===== src/rtl/four_channel_pwm_counter_bank_assert.svh =====
// Assertion macros shared by the PWM counter bank modules.
// Expects clk and rst (synchronous, active high) in the using module.
`ifndef FOUR_CHANNEL_PWM_COUNTER_BANK_ASSERT_SVH
`define FOUR_CHANNEL_PWM_COUNTER_BANK_ASSERT_SVH

// Checked only outside reset.
`define FCPWM_ASSERT(label, prop, msg) \
  label: assert property (@(posedge clk) disable iff (rst) (prop)) else $error(msg);

// Checked at every edge, reset included.
`define FCPWM_ASSERT_ALWAYS(label, prop, msg) \
  label: assert property (@(posedge clk) (prop)) else $error(msg);

`endif


===== src/rtl/fcpwm_pkg.sv =====
// Shared types and constants for the four-channel PWM counter bank.
// No dependencies; used by every module of the block.
package fcpwm_pkg;

  localparam int CHANNELS    = 4;
  localparam int COUNT_WIDTH = 32;
  localparam int CH_IDX_W    = (CHANNELS > 1) ? $clog2(CHANNELS) : 1;

  localparam logic [1:0] OP_TICK  = 2'd0;
  localparam logic [1:0] OP_READ  = 2'd1;
  localparam logic [1:0] OP_WRITE = 2'd2;

  localparam logic [1:0] ST_OK = 2'd0;
  localparam logic [1:0] ST_BAD = 2'd1;
  localparam logic [1:0] ST_RO = 2'd2;

  localparam logic [3:0] REG_CTRL   = 4'h0;
  localparam logic [3:0] REG_PERIOD = 4'h4;
  localparam logic [3:0] REG_DUTY   = 4'h8;
  localparam logic [3:0] REG_COUNT  = 4'hC;

  localparam int CTRL_EN_BIT = 0;
  localparam int CTRL_IE_BIT = 2;
  localparam int DONE_LSB    = 4;

  typedef struct packed {
    logic [1:0]  opcode;
    logic [11:0] address;
    logic [31:0] write_data;
  } in_t;

  typedef struct packed {
    logic [31:0] read_data;
    logic        irq_level;
    logic [1:0]  access_status;
  } out_t;

  typedef struct packed {
    logic exec;
  } cmd_t;

endpackage


===== src/rtl/fcpwm_ctrl.sv =====
// Handshake controller: tracks the result register and issues execute commands.
// Depends on fcpwm_pkg and the assertion macro header.
`include "four_channel_pwm_counter_bank_assert.svh"

module fcpwm_ctrl (
  input  logic              clk,
  input  logic              rst,
  input  logic              in_valid,
  output logic              in_stall,
  output logic              out_valid,
  input  logic              out_stall,
  output fcpwm_pkg::cmd_t   cmd
);

  typedef enum logic {EMPTY, FULL} state_t;

  state_t state;
  state_t state_next;

  // Take a new item when the result slot is free or is being drained now.
  assign in_stall  = (state == FULL) && out_stall;
  assign cmd.exec  = in_valid && !in_stall;
  assign out_valid = (state == FULL);

  always_comb begin
    state_next = state;
    case (state)
      EMPTY: begin
        if (cmd.exec) state_next = FULL;
      end
      FULL: begin
        if (cmd.exec) state_next = FULL;
        else if (!out_stall) state_next = EMPTY;
      end
      default: state_next = EMPTY;
    endcase
  end

  always_ff @(posedge clk) begin
    if (rst) begin
      state <= EMPTY;
    end else begin
      state <= state_next;
    end
  end

  `FCPWM_ASSERT(a_exec_fills, cmd.exec |=> out_valid, "executed item produced no result")
  `FCPWM_ASSERT(a_drain, (out_valid && !out_stall && !in_valid) |=> !out_valid,
                "result slot not freed after transfer")
  `FCPWM_ASSERT_ALWAYS(a_no_overwrite, !(cmd.exec && out_valid && out_stall),
                       "pending result overwritten")

endmodule


===== src/rtl/fcpwm_datapath.sv =====
// Register file, tick counters, address decode and result register.
// Depends on fcpwm_pkg and the assertion macro header.
`include "four_channel_pwm_counter_bank_assert.svh"

module fcpwm_datapath (
  input  logic            clk,
  input  logic            rst,
  input  fcpwm_pkg::cmd_t cmd,
  input  fcpwm_pkg::in_t  in_data,
  output fcpwm_pkg::out_t res
);

  localparam int CW = fcpwm_pkg::COUNT_WIDTH;
  localparam int NC = fcpwm_pkg::CHANNELS;

  logic [2:0]    ctrl        [NC];
  logic [CW-1:0] period      [NC];
  logic [CW-1:0] duty        [NC];
  logic [CW-1:0] count       [NC];
  logic [NC-1:0] done;

  logic [2:0]    ctrl_next   [NC];
  logic [CW-1:0] period_next [NC];
  logic [CW-1:0] duty_next   [NC];
  logic [CW-1:0] count_next  [NC];
  logic [NC-1:0] done_next;

  logic [7:0]                    slot;
  logic [3:0]                    reg_ofs;
  logic [fcpwm_pkg::CH_IDX_W-1:0] ch;
  logic                          is_global;
  logic                          chan_ok;
  logic [31:0]                   rdata;
  logic [1:0]                    status;
  logic                          irq_next;
  logic                          irq_now;

  // Channel n lives at 0x10 + n*0x10: the upper address nibbles select slot n+1.
  assign slot      = in_data.address[11:4];
  assign reg_ofs   = in_data.address[3:0];
  assign ch        = fcpwm_pkg::CH_IDX_W'(slot - 8'd1);
  assign is_global = (in_data.address == 12'd0);
  assign chan_ok   = (slot != 8'd0) && (32'(slot) <= NC) && (reg_ofs[1:0] == 2'b00);

  always_comb begin
    ctrl_next   = ctrl;
    period_next = period;
    duty_next   = duty;
    count_next  = count;
    done_next   = done;
    rdata       = '0;
    status      = fcpwm_pkg::ST_OK;
    case (in_data.opcode)
      fcpwm_pkg::OP_TICK: begin
        for (int n = 0; n < NC; n++) begin
          if (ctrl[n][fcpwm_pkg::CTRL_EN_BIT] && (period[n] != '0)) begin
            // Wrap also when a lowered period left the count above it.
            if (count[n] >= period[n]) begin
              count_next[n] = '0;
              done_next[n]  = 1'b1;
            end else begin
              count_next[n] = CW'(count[n] + 1'b1);
            end
          end
        end
      end
      fcpwm_pkg::OP_READ: begin
        if (is_global) begin
          for (int n = 0; n < NC; n++) begin
            rdata[n]                       = ctrl[n][fcpwm_pkg::CTRL_EN_BIT];
            rdata[fcpwm_pkg::DONE_LSB + n] = done[n];
          end
        end else if (chan_ok) begin
          case (reg_ofs)
            fcpwm_pkg::REG_CTRL:   rdata = 32'(ctrl[ch]);
            fcpwm_pkg::REG_PERIOD: rdata = 32'(period[ch]);
            fcpwm_pkg::REG_DUTY:   rdata = 32'(duty[ch]);
            default:               rdata = 32'(count[ch]);
          endcase
        end else begin
          status = fcpwm_pkg::ST_BAD;
        end
      end
      fcpwm_pkg::OP_WRITE: begin
        if (is_global) begin
          // Write one to clear done bits.
          for (int n = 0; n < NC; n++) begin
            done_next[n] = done[n] & ~in_data.write_data[fcpwm_pkg::DONE_LSB + n];
          end
        end else if (chan_ok) begin
          case (reg_ofs)
            fcpwm_pkg::REG_CTRL:   ctrl_next[ch]   = in_data.write_data[2:0];
            fcpwm_pkg::REG_PERIOD: period_next[ch] = in_data.write_data[CW-1:0];
            fcpwm_pkg::REG_DUTY:   duty_next[ch]   = in_data.write_data[CW-1:0];
            default:               status          = fcpwm_pkg::ST_RO;
          endcase
        end else begin
          status = fcpwm_pkg::ST_BAD;
        end
      end
      default: ;
    endcase

    irq_next = 1'b0;
    irq_now  = 1'b0;
    for (int n = 0; n < NC; n++) begin
      irq_next = irq_next | (ctrl_next[n][fcpwm_pkg::CTRL_IE_BIT] & done_next[n]);
      irq_now  = irq_now  | (ctrl[n][fcpwm_pkg::CTRL_IE_BIT] & done[n]);
    end
  end

  always_ff @(posedge clk) begin
    if (rst) begin
      for (int n = 0; n < NC; n++) begin
        ctrl[n]   <= '0;
        period[n] <= '0;
        duty[n]   <= '0;
        count[n]  <= '0;
      end
      done <= '0;
    end else if (cmd.exec) begin
      ctrl   <= ctrl_next;
      period <= period_next;
      duty   <= duty_next;
      count  <= count_next;
      done   <= done_next;
    end
  end

  // Result payload needs no reset.
  always_ff @(posedge clk) begin
    if (cmd.exec) begin
      res.read_data     <= rdata;
      res.irq_level     <= irq_next;
      res.access_status <= status;
    end
  end

  `FCPWM_ASSERT(a_irq_matches_state, cmd.exec |=> (res.irq_level == irq_now),
                "interrupt level disagrees with enable and done state")
  `FCPWM_ASSERT(a_count_read_only,
                (cmd.exec && in_data.opcode == fcpwm_pkg::OP_WRITE && chan_ok &&
                 reg_ofs == fcpwm_pkg::REG_COUNT) |=> (res.access_status == fcpwm_pkg::ST_RO),
                "count write not flagged read-only")
  `FCPWM_ASSERT(a_nonread_zero,
                (cmd.exec && in_data.opcode != fcpwm_pkg::OP_READ) |=> (res.read_data == '0),
                "nonzero read data on tick or write")

endmodule


===== src/rtl/four_channel_pwm_counter_bank.sv =====
// Top level of the four-channel PWM counter bank.
// Depends on fcpwm_pkg, fcpwm_ctrl and fcpwm_datapath.
//
// Usage:
//   Input channel (in_valid / in_stall / in_data) carries one item per
//   transfer: a tick, a register read or a register write. Output channel
//   (out_valid / out_stall / out_data) returns exactly one result per item:
//   read data, the interrupt level after the item, and an access status.
//   The result is valid in the cycle after the input transfer.
//   Throughput: one item per cycle while the receiver does not stall; every
//   item is executed by the datapath register-file update, and the result
//   register is refilled in the same cycle it is drained.
//   When the receiver stalls, the pending result holds and in_stall rises, so
//   at most one result waits; the input side resumes as soon as it drains.
//   Reset (rst, synchronous) clears all channel registers, counts and done
//   bits and empties the result register.
//   Duty and polarity are stored and read back only.
module four_channel_pwm_counter_bank (
  input  logic            clk,
  input  logic            rst,
  input  logic            in_valid,
  output logic            in_stall,
  input  fcpwm_pkg::in_t  in_data,
  output logic            out_valid,
  input  logic            out_stall,
  output fcpwm_pkg::out_t out_data
);

  fcpwm_pkg::cmd_t cmd;

  fcpwm_ctrl u_ctrl (
    .clk       (clk),
    .rst       (rst),
    .in_valid  (in_valid),
    .in_stall  (in_stall),
    .out_valid (out_valid),
    .out_stall (out_stall),
    .cmd       (cmd)
  );

  fcpwm_datapath u_datapath (
    .clk     (clk),
    .rst     (rst),
    .cmd     (cmd),
    .in_data (in_data),
    .res     (out_data)
  );

endmodule


===== config.mk =====
export PLATFORM = sky130hd
export DESIGN_NAME = four_channel_pwm_counter_bank
export DESIGN_NICKNAME = d
export VERILOG_FILES = /design/src/rtl/fcpwm_pkg.sv /design/src/rtl/fcpwm_ctrl.sv /design/src/rtl/fcpwm_datapath.sv /design/src/rtl/four_channel_pwm_counter_bank.sv
export VERILOG_INCLUDE_DIRS = /design/src /design/src/rtl
export SDC_FILE = /design/constraint.sdc
export NUM_CORES = 1
export LEC_CHECK = 0
export ABC_AREA = 0
export ABC_CLOCK_PERIOD_IN_PS = 7440
export BUFFER_PORTS_ARGS = -buffer_cell sky130_fd_sc_hd__buf_2
export CAP_MARGIN = 5
export CORE_MARGIN = 2
export CORE_UTILIZATION = 40
export CTS_CLUSTER_DIAMETER = 60
export CTS_CLUSTER_SIZE = 8
export DETAILED_ROUTE_END_ITERATION = 8
export SYNTH_ARGS = -nofsm -noshare
export SYNTH_HDL_FRONTEND = slang
export SYNTH_HIERARCHICAL = 1
export SYNTH_SLANG_ARGS = --single-unit
export TNS_END_PERCENT = 20

===== constraint.sdc =====
create_clock -name clk -period 7.44 [get_ports clk]
set_input_delay 2.232 -clock clk [delete_from_list [all_inputs] [get_ports clk]]
set_output_delay 2.232 -clock clk [all_outputs]
set_load 0.01 [all_outputs]

Word-level counts from Yosys, hierarchy flattened

Cells that the tools add are included.

Muxes and demuxes: 50
Magnitude comparators: 7
Reduce and logical (&&, ||, !) cells: 28
Bitwise gates (word level): 20
Add/sub/neg operators: 5
Equal/unequal tests: 4

Operator list:

| cell                                                 | count |
|---|---|
| 2-to-1 mux 32 bit                                    | 11 |
| bitwise mux 128 bit                                  | 2 |
| binary-select mux 32 bit (select 2 bit)              | 3 |
| adder 32 x 1 -> 32 bit (second input constant)       | 4 |
| greater-or-equal comparator 32 bit                   | 4 |
| nonzero test 32 bit                                  | 4 |
| case mux 32 bit (3 select lines)                     | 1 |
| demux 32 bit (select 2 bit)                          | 1 |
| 2-to-1 mux 12 bit                                    | 4 |
| 2-to-1 mux 8 bit                                     | 2 |
| AND reduction 5 bit                                  | 3 |
| bitwise mux 12 bit                                   | 1 |
| logical NOT 12 bit                                   | 1 |
| 2-to-1 mux 1 bit                                     | 12 |
| AND reduction 3 bit                                  | 4 |
| logical AND 1 bit                                    | 9 |
| 2-to-1 mux 3 bit                                     | 3 |
| AND 1 bit                                            | 8 |
| <= comparator 8 x 3 -> 1 bit (second input constant) | 1 |
| 2-to-1 mux 2 bit                                     | 4 |
| inverter 1 bit                                       | 8 |
| case mux 4 bit (2 select lines)                      | 1 |
| nonzero test 8 bit                                   | 1 |
| binary-select mux 3 bit (select 2 bit)               | 1 |
| 17 further kinds                                     | 21 |

Output and inout port bits: 37
Input bits: 50
Register bits after elaboration: 436
Logic and storage cells: 140

Depth between registers and ports, before layout

Gate-level depths: netlist (run 1).

Word-level depth: 15
Mapped depth: 17
Gate-level depth less buffers: 9

Cells and area by module

The synthesis (run 1) kept the hierarchy.

By module, submodules not included:

| module         | area each (um^2) | cells each | times used | seq. area each (um^2) |
|---|---|---|---|---|
| fcpwm_datapath | 24214.5          | 2773       | 1          | 9058.7 |
| fcpwm_ctrl     | 46.3             | 5          | 1          | 20.0 |

Worst setup path after synthesis (run 1)

OpenSTA, ideal clock, no wires.

Path type: input to register
Start point: in in_data[36] in the netlist's numbering
End point: reg u_datapath/res[23] in the netlist's numbering (data pin)
Stages: 15
Required time: 7174 ps
Arrival: 5637 ps
Buffers on the path: 10
Path slack: 1537 ps
Setup time: 266 ps
Cell sequence: buf_4 buf_4 buf_4 buf_2 buf_4 inv_1 ha_1 buf_4 buf_4 buf_2 clkbuf_1 clkbuf_1 mux4_2 a222oi_1 nor2_1

Word-level cells in the longest chain between the ends: 6
Elaborated cells on any way between the ends: 19
Those cells by class: 1 x add/sub; 1 x order compare; 10 x mux; 2 x bitwise; 5 x reduce/logical

Ends and longest elaborated chain:

| element                                                           | line                                                             | RTL |
|---|---|---|
| start, declared                                                   | four_channel_pwm_counter_bank.sv:23                              | `input fcpwm_pkg::in_t in_data,` |
| subtractor 2 x 1 -> 2 bit                                         | fcpwm_datapath.sv:41                                             | `assign ch = fcpwm_pkg::CH_IDX_W'(slot - 8'd1);` |
| inverter 2 -> 3 bit (implied by the code)                         | fcpwm_datapath.sv:76, fcpwm_datapath.sv:77, fcpwm_datapath.sv:78 |  |
| binary-select mux 32 bit (select 2 bit), on equally long branches | fcpwm_datapath.sv:78, fcpwm_datapath.sv:76, fcpwm_datapath.sv:77 |  |
| 2-to-1 mux 32 bit, on equally long branches (2 in series)         | fcpwm_datapath.sv:78, fcpwm_datapath.sv:76, fcpwm_datapath.sv:77 |  |
| case mux 32 bit (3 select lines)                                  | fcpwm_datapath.sv:74                                             | `case (reg_ofs)` |
| end, declared                                                     | fcpwm_datapath.sv:10                                             | `output fcpwm_pkg::out_t res` |

Several ways; a longest one is shown, not always the timed one. The select of a mux whose other input is x is not followed.
A chain may end at the register's enable or synchronous reset.

Final worst setup path (run 1)

Start point: in in_data[36] in the netlist's numbering
End point: reg u_datapath/period[85] in the netlist's numbering

Word-level cells in the longest chain between the ends: 7
Elaborated cells on any way between the ends: 15
Those cells by class: 1 x add/sub; 3 x order compare; 3 x mux; 2 x bitwise; 6 x reduce/logical

Ends and longest elaborated chain:

| element                                                                                                               | line                  | RTL |
|---|---|---|
| subtractor 2 x 1 -> 2 bit                                                                                             | fcpwm_datapath.sv:41  |  |
| inverter 2 -> 3 bit (implied by the code)                                                                             | fcpwm_datapath.sv:93  | `fcpwm_pkg::REG_PERIOD: period_next[ch] = in_data.write_data[CW-1:0];` |
| greater-or-equal comparator 3 bit (implied by the code) / less-than comparator 3 x 1 -> 1 bit (equally long branches) | fcpwm_datapath.sv:93  |  |
| logical AND 1 bit (implied by the code)                                                                               | fcpwm_datapath.sv:93  |  |
| 2-to-1 mux 32 bit (implied by the code)                                                                               | fcpwm_datapath.sv:93  |  |
| demux 32 bit (select 2 bit)                                                                                           | fcpwm_datapath.sv:93  |  |
| bitwise mux 128 bit                                                                                                   | fcpwm_datapath.sv:93  |  |
| end signal, assigned                                                                                                  | fcpwm_datapath.sv:123 | `period <= period_next;` |
| end, declared                                                                                                         | fcpwm_datapath.sv:17  | `logic [CW-1:0] period [NC];` |

Several ways; a longest one is shown, not always the timed one.

==> metrics.md, run 1 <==
| Metric | Value |
|---|---|
| Status | completed |
| Post-CTS Setup Bufs | 0 |
| # fillers | approximately 5,800 |
| Drc violations | 0 |
| Cells after Synth | ~2,800 |
| CTS Buf Count | 61 |
| Tmin final | 5100 ps |
| RSZ-0062 raised after global routing | no |
| Peak supply drop | ~200 uV |
| GRT Resource Usage Total | 26.4% |
| Hold buffer count at cts | 0 |
| Ys async rst share | 0% |
| Synth Area in Compound Gates | 12.6% |
| Post-Synth Simple-Gate Area | between 20% and 30% |
| Crit end category | register |
| Post-CTS Resized | 0 |
| Crit path cell chain | buf_6 > inv_1 > ha_4 > xor2_1 > nor4b_4 > and2_4 > and3_1 > nand2_1 > nand2_1 > a21oi_1 |
| Buf+Inv Stages, Crit Path | 2 |
| Register area share after synthesis | 37.4% |
| Fin nets | 2,956 |
| Predominant post-synthesis flop cell | dfxtp_1 |
| Gpl congestion | 0.967 |
| WL final | around 84,000 um |
| First-pass GRT wire length | between 100,000 and 150,000 um |
| Drt initial violations | ~2,200 |
| CP max stage cell | nand2_1 |
| Synth Area in XOR/XNOR | under 10% |
| DR vias | roughly 21,000 |
| Setup CP Type | in2reg |
| Antenna violations before repair | 0 |
| CTS clk-pin slew, worst paths | around 50 ps |
| Final Max Tran Viols | 0 |
| Largest family of logic cells by synthesized area | simple AND/OR/NAND/NOR gates |
| Relative max-transition margin | 15.1% |
| Worst clock skew | about 40 ps |
| Die W | between 200 and 300 um |
| Area grow syn2layout | 9.09% |
| Site row count | 90 |
| Setup TNS | 0 ps |
| Post-synthesis instance area | roughly 24,000 um^2 |
| Routed vias/inst | 5.90 |
| Largest net degree at the start of global routing | between 100 and 150 |
| Die Footprint | roughly 63,000 um^2 |
| Antenna Nets Post-Route | 0 |
| Critical Path RT | 7910 ps |
| Syn_nets | 2,967 |
| LEAKAGE | about 8.9 nW |
| Mux contribution to synthesized area | under 10% |
| H-tree levels | 2 |
| Layout cells sized above 1 | between 10% and 20% |
| Max-cap violations | 0 |
| Total core area | approximately 60,000 um^2 |
| Worst-Skew Late Latency | around 640 ps |
| Drt first pass iters | 6 |
| I/O pins | 87 |
| Clk root buf | clkbuf_16 |
| Delay-heaviest family, CP | simple AND/OR/NAND/NOR gates |
| CP peak stage delay | 760 ps |
| Post-Syn Area per Cell | approximately 8.7 um^2 |
| Ys Warns | 6 |
| Final core utilization | 44.0% |
| Mean routed wirelength per cell | 23.5 um |
| CTS tree | done |
| CP max FO | 34 |
| Finish-stage setup viols | 0 |
| Total global routing overflow | 0 |
| Ant diodes | 0 |
| Synth unique cells | 73 |
| Worst slew pin tran | between 1000 and 1500 ps |
| Top cell by count, worst path | nand2_1 |
| Port bufs | 86 |
| HP Class | reg2reg |
| Final count of hold timing violations | 0 |
| Vias in the first global route | around 20,000 |
| Adder-Cell Fraction of Synth Area | 7.17% |
| Yosys reg bits | approximately 440 |
| Starting Density | 40.3% |
| Final period util | 68.5% |
| EDFF count, synth | 35 |
| Power density over the cells | 195 nW/um^2 |
| CTS max path bufs | 3 |
| Critical Path AT | ~5600 ps |
| Hpwl dp | 61,500 um |
| Die height | between 200 and 300 um |
| Clk sinks | approximately 440 |
| Achievable Freq | a little under 200 MHz |
| Worst setup SP type | primary input |
registers in the layout, summed over array words and instances (netlist names):
name	flops
u_ctrl/out_valid	1
u_datapath/done	4
u_datapath/period	128
u_datapath/count	128
u_datapath/ctrl	12
u_datapath/res	35
u_datapath/duty	128
routing by layer:
| metal | vias up | track usage (%) | part of all wire, % |
|---|---|---|---|
| met5 | - | 0 | 0 |
| met1 | 10300 | 37.5 | 44 |
| met3 | 163 | 4.72 | 8.8 |
| li1 | 9606 | - | - |
| met2 | 961 | 39.4 | 43 |
| met4 | 0 | 11.0 | 3.9 |
final timing paths:
path | start | endpoint | slack [ps] | cells past startpoint
max reg2reg | u_datapath/period[63]$_SDFFE_PP0P_ | u_datapath/count[34]$_SDFFE_PP0P_ | 3440 | 9
max | in_data[36] | u_datapath/period[85]$_SDFFE_PP0P_ | 2340 | 10
min | u_datapath/duty[127]$_SDFFE_PP0P_ | u_datapath/duty[127]$_SDFFE_PP0P_ | 450 | 2
min reg2reg | u_datapath/duty[127]$_SDFFE_PP0P_ | u_datapath/duty[127]$_SDFFE_PP0P_ | 450 | 2
cells by family after synthesis:
kind of cell	Yosys count
simple gates	1158
compound gates	467
flops	436
buf+inv	347
fa+ha+maj	139
xor+xnor	124
mux	107
per-stage QoR:
step           setup WS [ps]  power (mW)  cell area, um^2  std cells  hold slack [ps]
6_report                2340        5.17            26500       3567              452
5_1_grt                 2120        5.32            26500       3567              471
4_1_cts                 2370        5.22            26500       3567              453
3_5_place_dp            1730        2.65            24800       3486              446
3_3_place_gp            1820        2.65            24800       3486              439
2_1_floorplan           1540        2.59            24300       2778              429
Yosys cell counts (4+ instances only):
cell type | instances | share of area [%]
nand2_1 | 632 | 9.8
dfxtp_1 | 401 | 33
a21oi_1 | 241 | 5.0
nor2_1 | 198 | 3.1
inv_1 | 150 | 2.3
ha_1 | 139 | 7.2
mux4_2 | 102 | 9.5
clkbuf_1 | 93 | 1.4
xnor2_1 | 84 | 3.0
a21oi_2 | 74 | 2.7
nand3_1 | 72 | 1.5
nand4_1 | 62 | 1.6
nor4_1 | 55 | 1.4
buf_6 | 42 | 1.9
nor3_1 | 42 | 0.87
xor2_1 | 40 | 1.4
edfxtp_1 | 35 | 4.3
buf_2 | 31 | 0.64
a22o_1 | 29 | 1.0
o21ai_0 | 25 | 0.52
and3_1 | 24 | 0.62
a222oi_1 | 23 | 0.95
buf_4 | 19 | 0.59
nor2b_1 | 16 | 0.41
and2_1 | 12 | 0.31
a2111oi_0 | 11 | 0.40
and4_1 | 10 | 0.36
a21o_1 | 9 | 0.28
buf_8 | 8 | 0.50
nand2b_1 | 8 | 0.21
a211oi_1 | 7 | 0.22
o211ai_1 | 6 | 0.19
o21a_1 | 6 | 0.19
or2_2 | 6 | 0.15
o2111ai_1 | 4 | 0.14
o21bai_1 | 4 | 0.12
or4_1 | 4 | 0.12
cell type report:
class | count | area (um^2) | share of cell area [%]
Sequential cell | 436 | 9080 | 34.3
Timing Repair Buffer | 123 | 724 | 2.74
Clock inverter | 5 | 100 | 0.378
Inverter | 150 | 563 | 2.13
Clock buffer | 76 | 1610 | 6.10
Multi-Input combinational cell | 1995 | 13400 | 50.7
Tap cell | 782 | 978 | 3.70
power breakdown:
part           total (mW)  internal (mW)  switching, mW  leakage, nW
clock                2.56           1.53           1.04        0.831
sequential           2.38           2.38        0.00635         3.58
combinational       0.225         0.0631          0.162         4.52
placed cells by master, fill, tap and decap left out, types with 9 or more instances in the layout:
master	n
clkbuf_16	62
edfxtp_1	35
and4_1	10
a21oi_1	241
nand3_1	72
a21o_1	9
xor2_1	40
nor3_1	42
buf_2	84
a21oi_2	74
xnor2_1	84
a222oi_1	23
a2111oi_0	10
and2_1	12
nor2_1	197
o21ai_0	25
nor2b_1	16
dfxtp_1	401
ha_1	138
buf_4	37
nand4_1	62
and3_1	24
nand2_1	632
clkbuf_1	13
a22o_1	29
mux4_2	102
inv_1	150
nor4_1	55
tightest hold or removal path, delay by kind of cell (launching register included):
kind / cells / cell delay [ps]
DFF: 1 / 300
AOI/OAI and AO/OA: 1 / 50
and+or+nand+nor: 1 / 50
No activity file was read; power rests on OpenSTA's default activity.
==> inputs of run 2 (changes only) <==
--- a/config.mk
+++ b/config.mk
@@ -6,8 +6,8 @@
 export SDC_FILE = /design/constraint.sdc
 export NUM_CORES = 1
 export LEC_CHECK = 0
-export ABC_AREA = 0
-export ABC_CLOCK_PERIOD_IN_PS = 7440
+export ABC_AREA = 1
+export ABC_CLOCK_PERIOD_IN_PS = 5200
 export BUFFER_PORTS_ARGS = -buffer_cell sky130_fd_sc_hd__buf_2
 export CAP_MARGIN = 5
 export CORE_MARGIN = 2
==> constraint.sdc (replaced) <==
create_clock -name clk -period 5.2 [get_ports clk]
set_input_delay 1.56 -clock clk [delete_from_list [all_inputs] [get_ports clk]]
set_output_delay 1.56 -clock clk [all_outputs]
set_load 0.01 [all_outputs]
==> metrics.md, run 2 <==
| Metric | Value |
|---|---|
| Synth unique cells | 55 (was 73) |
| Register area share after synthesis | 35.6% (was 37.4%) |
| Largest regs | u_datapath/count (128), u_datapath/duty (128), u_datapath/period (128) (unchanged) |
| Synth Area in Compound Gates | 20.9% (was 12.6%) |
| Relative max-transition margin | 33.1% (was 15.1%) |
| Gpl congestion | 0.976 (was 0.967) |
| Starting Density | 40.5% (was 40.3%) |
| Vias in the first global route | 23,400 (was 20,300) |
| Most frequent cells in the layout | 632 x nand2_1, 528 x nor2_1, 475 x o21ai_0 (was 632 x nand2_1, 401 x dfxtp_1, 241 x a21oi_1) |
| Commonest non-fill, non-tap cell in the layout | nand2_1 (unchanged) |
| Count leader, synth | nand2_1 (unchanged) |
| Final count of hold timing violations | 0 (unchanged) |
| Register-to-register setup slack | 1560 ps (was 3440 ps) |
| Fin nets | 3,951 (was 2,956) |
| CTS clk-pin slew, worst paths | 50 ps (about the same) |
| Hpwl dp | 70,200 um (was 61,500 um) |
| Finish-stage setup viols | 0 (unchanged) |
| Drt initial violations | 3,158 (was 2,188) |
| Power density over the cells | 287 nW/um^2 (was 195 nW/um^2) |
| Worst-Skew Late Latency | 600 ps (was 640 ps) |
| R2R cell count | 12 (was 9) |
| Largest family of logic cells by synthesized area | simple AND/OR/NAND/NOR gates (unchanged) |
| Antenna Nets Post-Route | 0 (unchanged) |
| Hold Path Depth | 2 (unchanged) |
| Drc violations | 0 (unchanged) |
| Antenna violations before repair | 3 (was 0) |
| HP Class | reg2reg (unchanged) |
| Critical Path RT | 5510 ps (was 7910 ps) |
| Tmin final | between 3000 and 4000 ps |
| Top sig layer | met5 (was met4) |
| Critical Path AT | 4070 ps (was 5570 ps) |
| Placed cells | 4,539 (was 3,486) |
| RSZ-0062 raised after global routing | no (unchanged) |
| Clk root buf | clkbuf_16 (unchanged) |
| Layout cells sized above 1 | 6.65% (was 14.0%) |
| Ys async rst share | 0% (unchanged) |
| Hold EP | u_datapath/duty[95]$_SDFFE_PP0P_ (was u_datapath/duty[127]$_SDFFE_PP0P_) |
| Area grow syn2layout | 11.5% (was 9.09%) |
| Post-synthesis instance area | 25,500 um^2 (was 24,300 um^2) |
| Mux contribution to synthesized area | 0% (was 9.69%) |
| Min-delay src | u_datapath/duty[95]$_SDFFE_PP0P_ (was u_datapath/duty[127]$_SDFFE_PP0P_) |
| Fin Hold WS | 447 ps (was 452 ps) |
| Post-CTS Setup Bufs | 0 (unchanged) |
| WL met3 | 8650 um (was 7360 um) |
| Yosys reg bits | 436 (unchanged) |
| CP max FO | 85 (was 34) |
| Mean routed wirelength per cell | 20.8 um (was 23.5 um) |
| Synth top area share | 31.5% (was 33.1%) |
| Pwr Total | 8.16 mW (was 5.17 mW) |
| Cell accounting for the most synthesized area | dfxtp_1 (unchanged) |
| Setup TNS | 0 ps (unchanged) |
| Post-Synth Simple-Gate Area | 25.1% (was 21.1%) |
| Post-CTS Resized | 0 (unchanged) |
| First-pass GRT wire length | 146,000 um (was 127,000 um) |
| Met2 Wirelength | 41,600 um (was 36,100 um) |
| CTS max path bufs | 3 (unchanged) |
| Non-filler cells, final | 4,638 (was 3,567) |
| EDFF count, synth | 35 (unchanged) |
| Cells after Synth | 3,770 (was 2,778) |
| Worst r2r dst | u_datapath/count[44]$_SDFFE_PP0P_ (was u_datapath/count[34]$_SDFFE_PP0P_) |
| Die height | 257 um (was 250 um) |
| Predominant post-synthesis flop cell | dfxtp_1 (unchanged) |
| Die W | 257 um (was 250 um) |
| Setup CP Type | in2reg (unchanged) |
| Total core area | 63,100 um^2 (was 60,100 um^2) |
| Site row count | 92 (was 90) |
| Worst slew pin tran | 1000 ps (was 1270 ps) |
| Achievable Freq | between 200 and 300 MHz |
| WL final | 96,700 um (was 83,900 um) |
| Largest net degree at the start of global routing | 159 (was 111) |
| Ranking of synthesized cells by area | dfxtp_1 31%, o21ai_0 9.3%, nand2_1 9.3%, a21oi_1 9.1%, nor2_1 7.8% (was dfxtp_1 33%, nand2_1 9.8%, mux4_2 9.5%, ha_1 7.2%, a21oi_1 5.0%) |
| Peak supply drop | 196 uV (was 203 uV) |
| Top post-synthesis cells by count | 632 x nand2_1, 529 x nor2_1, 475 x o21ai_0 (was 632 x nand2_1, 401 x dfxtp_1, 241 x a21oi_1) |
| Max-cap violations | 0 (unchanged) |
| Die Footprint | 65,800 um^2 (was 62,600 um^2) |
| Post-Syn Area per Cell | 6.77 um^2 (was 8.73 um^2) |
| Total global routing overflow | 0 (unchanged) |
| Metal1 wirelength | 43,400 um (was 37,200 um) |
| Final Max Tran Viols | 0 (unchanged) |
| Synth Area in XOR/XNOR | 2.61% (was 4.48%) |
| Routed vias/inst | 5.58 (was 5.90) |
| Adder-Cell Fraction of Synth Area | 6.82% (was 7.17%) |
| LEAKAGE | 11.4 nW (was 8.93 nW) |
| Port bufs | 86 (unchanged) |
| Hold buffer count at cts | 0 (unchanged) |
| H-tree levels | 3 (was 2) |
| Syn_nets | 3,959 (was 2,967) |
| Clk sinks | 436 (unchanged) |
| Worst setup SP type | primary input (unchanged) |
| Crit end category | register (unchanged) |
| CTS Buf Count | 67 (was 61) |
| I/O pins | 87 (unchanged) |
| Reg2reg start | u_datapath/period[62]$_SDFFE_PP0P_ (was u_datapath/period[63]$_SDFFE_PP0P_) |
| Drt first pass iters | 6 (unchanged) |
| Status | completed (unchanged) |
| DR vias | 25,900 (was 21,000) |
| Final period util | approximately 72% |
| Ys Warns | 6 (unchanged) |
| Worst clock skew | 26.2 ps (was 40.7 ps) |
| GRT Resource Usage Total | 28.7% (was 26.4%) |
| CTS tree | done (unchanged) |
==> run 2: cell count changes after synthesis, moves of 38 or more <==
| cell | before | now |
|---|---|---|
| a21oi_2 | 74 | 1 |
| o21ai_0 | 25 | 475 |
| inv_1 | 150 | 370 |
| mux4_2 | 102 | 0 |
| nor2_1 | 198 | 529 |
| buf_6 | 42 | 4 |
| nor3_1 | 42 | 81 |
| xnor2_1 | 84 | 13 |
| nand3_1 | 72 | 133 |
| a21oi_1 | 241 | 464 |
| nor4_1 | 55 | 13 |
==> run 2: report_power, final <==
group | internal [mW] | switching [mW] | leakage (nW) | total, mW
Combinational | 0.139 | 0.420 | 6.82 | 0.558
Clock | 2.56 | 1.63 | 0.965 | 4.18
Sequential | 3.41 | 0.0137 | 3.58 | 3.42
Total | 6.10 | 2.06 | 11.4 | 8.16
==> run 2: layout make-up <==
type / instances / area [um^2]
diodes: 1 / 2.50
clock buffers: 91 / 1880
clock inverters: 7 / 104
fillers: 6685 / 34600
inverters: 389 / 1470
multi-input cells: 2752 / 14200
flip-flops and latches: 436 / 9080
well taps: 846 / 1060
repair buffers: 116 / 712
==> run 2: how the worst max path moves through the flow <==
stage / start / endpoint / slack [ps] / cells after the start
floorplan: out_stall / u_datapath/count[12]$_SDFFE_PP0P_ / 1180 / 11
detailed placement: in_data[36] / u_datapath/res[5]$_SDFFCE_PP0P_ / 960 / 8
global placement: in_data[36] / u_datapath/res[5]$_SDFFCE_PP0P_ / 960 / 8
CTS: in_data[36] / u_datapath/res[5]$_SDFFCE_PP0P_ / 1580 / 8
global route: in_data[37] / u_datapath/duty[34]$_SDFFE_PP0P_ / 1330 / 14
finish: in_data[36] / u_datapath/res[5]$_SDFFCE_PP0P_ / 1440 / 8
==> run 2: through the flow <==
stage                     area (um^2)  setup slack [ps]  utilization [%]
after floorplan                 25500              1180                -
after global placement          26500               961             42.0
after detailed placement        26500               963             42.0
after CTS                       28500              1580             45.1
after global routing            28500              1330             45.1
final                           28500              1440             45.1
==> run 2: metal layers <==
layer	track usage, %	up-vias
met1	41.2	12100
li1	-	12500
met4	8.98	2
met2	43.8	1113
met3	4.67	163
met5	0	-
==> run 2: cell families (layout without fill, tap and decap cells) <==
| logic type | Yosys count | in the layout |
|---|---|---|
| buffers and inverters | 582 | 603 |
| xor gates and xnor gates | 76 | 76 |
| other | 0 | 1 |
| and+or+nand+nor | 1511 | 1511 |
| adders and majority gates | 139 | 139 |
| DFF | 436 | 436 |
| AOI/OAI and AO/OA | 1026 | 1026 |
==> run 2: worst max-delay path, stage by stage <==
cell	delay [ps]
buf_6	80
buf_4	530
buf_4	750
a21oi_1	220
a211oi_1	480
nor2_1	90
o31ai_1	80
a21oi_1	150
